## src/sv/glcd_ram.sv

```systemverilog
// Generic single-port-write, single-port-read RAM with a registered read.
module glcd_ram #(
    parameter int WIDTH = 8,
    parameter int DEPTH = 16
) (
    input  logic                     i_clk,
    input  logic                     i_we,
    input  logic [$clog2(DEPTH)-1:0] i_waddr,
    input  logic [WIDTH-1:0]         i_wdata,
    input  logic                     i_re,
    input  logic [$clog2(DEPTH)-1:0] i_raddr,
    output logic [WIDTH-1:0]         o_rdata
);

    logic [WIDTH-1:0] r_mem [DEPTH];
    logic [WIDTH-1:0] r_rdata;

    always_ff @(posedge i_clk) begin
        if (i_we) begin
            r_mem[i_waddr] <= i_wdata;
        end
        if (i_re) begin
            r_rdata <= r_mem[i_raddr];
        end
    end

    assign o_rdata = r_rdata;

endmodule
```

## config.mk

```make
export PLATFORM = sky130hd
export DESIGN_NAME = glcd_ram
export DESIGN_NICKNAME = d
export VERILOG_FILES = /design/src/sv/glcd_ram.sv
export SDC_FILE = /design/constraint.sdc
export NUM_CORES = 1
export LEC_CHECK = 0
export ABC_AREA = 1
export BUFFER_PORTS_ARGS = -buffer_cell sky130_fd_sc_hd__buf_4
export CORE_ASPECT_RATIO = 1.75
export CORE_UTILIZATION = 30
export CTS_BUF_LIST = sky130_fd_sc_hd__clkbuf_4
export CTS_CLUSTER_DIAMETER = 200
export DETAILED_ROUTE_END_ITERATION = 8
export PLACE_DENSITY = 0.51
export SETUP_SLACK_MARGIN = 0.3
export SLEW_MARGIN = 10
export SYNTH_ARGS = -nofsm -noshare
export SYNTH_HDL_FRONTEND = slang
export SYNTH_SLANG_ARGS = --single-unit
```

## constraint.sdc

```tcl
create_clock -name i_clk -period 3.06 [get_ports i_clk]
set_input_delay 0.153 -clock i_clk [delete_from_list [all_inputs] [get_ports i_clk]]
set_output_delay 0.153 -clock i_clk [all_outputs]
set_load 0.02 [all_outputs]
```

==> key figures <==
Run status
  – Status: complete, no violations

Cells and area
  – Synthesis-to-layout area growth: 12.3%
  – Cell area after layout: ~6600 sq um
  – Final net count: roughly 600
  – Share of cells above drive strength 1: under 10%

Worst setup path
  – Setup Crit Path Kind: flop to output port
  – WP buf/inv: 1
  – CP required: slightly below 3 ns
  – Worst path max stage delay: approximately 0.43 ns
  – Worst EP arrival: ~1.1 ns
  – Worst Setup End Kind: output port
  – Worst-path fanout max: 1
  – CP Launch Type: flop
  – RR Startpoint: r_mem[1][6]
  – Critical Path Slowest Stage Cell: edfxtp_1
  – Cells along the critical path: buf_4
  – Worst Setup SP: o_rdata[4]
  – Top delay family on crit path: flip-flops

GRT
  – Final global-route overflow total: 0
  – GR Util All Layers: between 10% and 20%
  – Vias in the first global route: between 3000 and 4000
  – Initial antenna violation count: 1
  – Largest net degree at the start of global routing: 65
  – First-pass GRT wire length: ~21 mm

Route
  – Antenna-violating nets left: 0
  – Drt drc: 0
  – WL per Instance: approximately 17 microns
  – Via density: about 4.6
  – Violation count after the first detailed-route iteration: between 200 and 300
  – Routed wire length: approximately 14 mm
  – Vias: between 3000 and 4000
  – First-pass DRT Iterations: 4

STA
  – Final hold vios: 0
  – Fin crit share: between 40% and 50%
  – Worst-Margin Slew: between 0.9 and 1 ns
  – Setup tns final: 0 ns
  – Final setup fails: 0
  – RSZ-0062 raised after global routing: no
  – Relative slew slack: 35.8%
  – Fin. max-slew vios: 0
  – Crit path time final: between 1 and 1.5 ns
  – Layout Skew: about 0.021 ns
  – Max Fclk: roughly 0.78 GHz

Clock network
  – Cts bufs inserted: 17
  – TritonCTS clock tree: done
  – CTS clk-pin slew, worst paths: 0.12 ns
  – Clock Path Buffers: 2
  – Worst-skew pair later-pin latency: roughly 0.54 ns
  – Htree depth: 4
  – Setup Fix Bufs, Post-CTS: 0
  – Clk sinks: approximately 140
  – Clk root buf: clkbuf_4

Pwr
  – Power per cell area: ~530 nW/um^2
  – Leakage: ~0.0027 uW
  – Max IR drop VDD: 0.000220 V
  – Total Power: roughly 3500 uW

Min path
  – HP Class: input pin to flop
  – HP Start: i_raddr[2]

Placement
  – Port Buffers: 26
  – Placement Cell Area: roughly 6200 sq um
  – Gpl congestion: ~0.8
  – DP Wirelength: ~9.4 mm

Floorplan
  – Die width: 108 microns
  – Die footprint: roughly 20000 sq um
  – Vert. Die Dim: about 190 microns
  – Core area: around 19000 sq um
  – Initial cell density of the core: slightly above 30%
  – IO Pins: 27
  – Rows: 67

Yosys
  – Syn nets: 570
  – Synth Register Bits: between 100 and 150
  – Post-synth cell types: 11
  – Yosys warnings: 0
  – Synthesized instance count: roughly 550
  – Sequential area share after synthesis: between 60% and 70%
  – Mapped Avg Cell Area: ~11 sq um
  – Synthesized area: roughly 6000 sq um

Job
  – Max-cap violation count: 0
## flip-flops by register name (all words and copies together), names as in the netlist
name     cells
r_mem      128
o_rdata      8
## metrics by stage
step	hold WS [ns]	cells	setup WS [ns]	utilization, %
finish	0.148	840	1.77	34.4
detailed placement	0.468	797	1.24	32.4
global placement	0.472	797	1.25	32.4
global route	0.135	840	1.69	34.4
floorplan	0.252	551	1.96	-
CTS	0.102	839	1.71	34.3
## worst paths after layout
check,end,slack (ns),cells after the start
setup / recovery,o_rdata[4],1.77,1
hold / removal,o_rdata[6],0.15,4
setup reg to reg,o_rdata[6],1.79,6
hold reg to reg,o_rdata[7],0.76,6
## final cells by class
class                      instances  area, sq um
inverter                         102          383
clock buffer                      17          128
fill                            1948        12500
multi-input combinational        289         1210
tap                              241          302
clock inverter                    15          136
timing repair buffer              39          318
sequential                       136         4080
antenna                            1         2.50
## cells in the mapped netlist, drive strengths merged
cell type / n / area [sq um]
nand2: 173 / 649
nand3: 97 / 485
edfxtp: 136 / 4080
buf: 24 / 166
nand3b: 2 / 15.0
nor2: 17 / 63.8
inv: 102 / 383
## layout by cell type, fill, tap and decap left out
cell type / instances
bufinv_16: 2
inv_1: 100
clkinv_2: 3
clkinv_4: 1
nand3b_1: 2
nor2_1: 17
edfxtp_1: 136
diode_2: 1
clkinvlp_4: 5
clkinv_1: 4
inv_2: 2
clkbuf_4: 17
dlygate4sd3_1: 10
nand3_1: 97
nand2_1: 173
buf_4: 29
## where the power goes
part           switching [uW]  internal [uW]
Clock                     650            468
Sequential               11.4           2100
Combinational             192           84.9
Total                     853           2650
## what timing repair did
item	in CTS	in global routing
setup endpoints to repair	0	0
hold buffers	10	0
endpoints found under the hold margin	142	0
resized for setup	0	0
## cells by family after synthesis
logic type    count (synthesis)  share of synthesized area [%]
buf+inv                     126                           9.39
flops                       136                           69.8
simple gates                289                           20.8
## per-layer routing
layer	GRT usage (%)	up-vias	wire length, microns
met1	15.8	1853	5320
met2	26.1	94	7480
met4	10.3	0	682
met3	2.69	30	421
met5	0	-	0
li1	-	1853	-
Power figures use the tool's default switching activity.
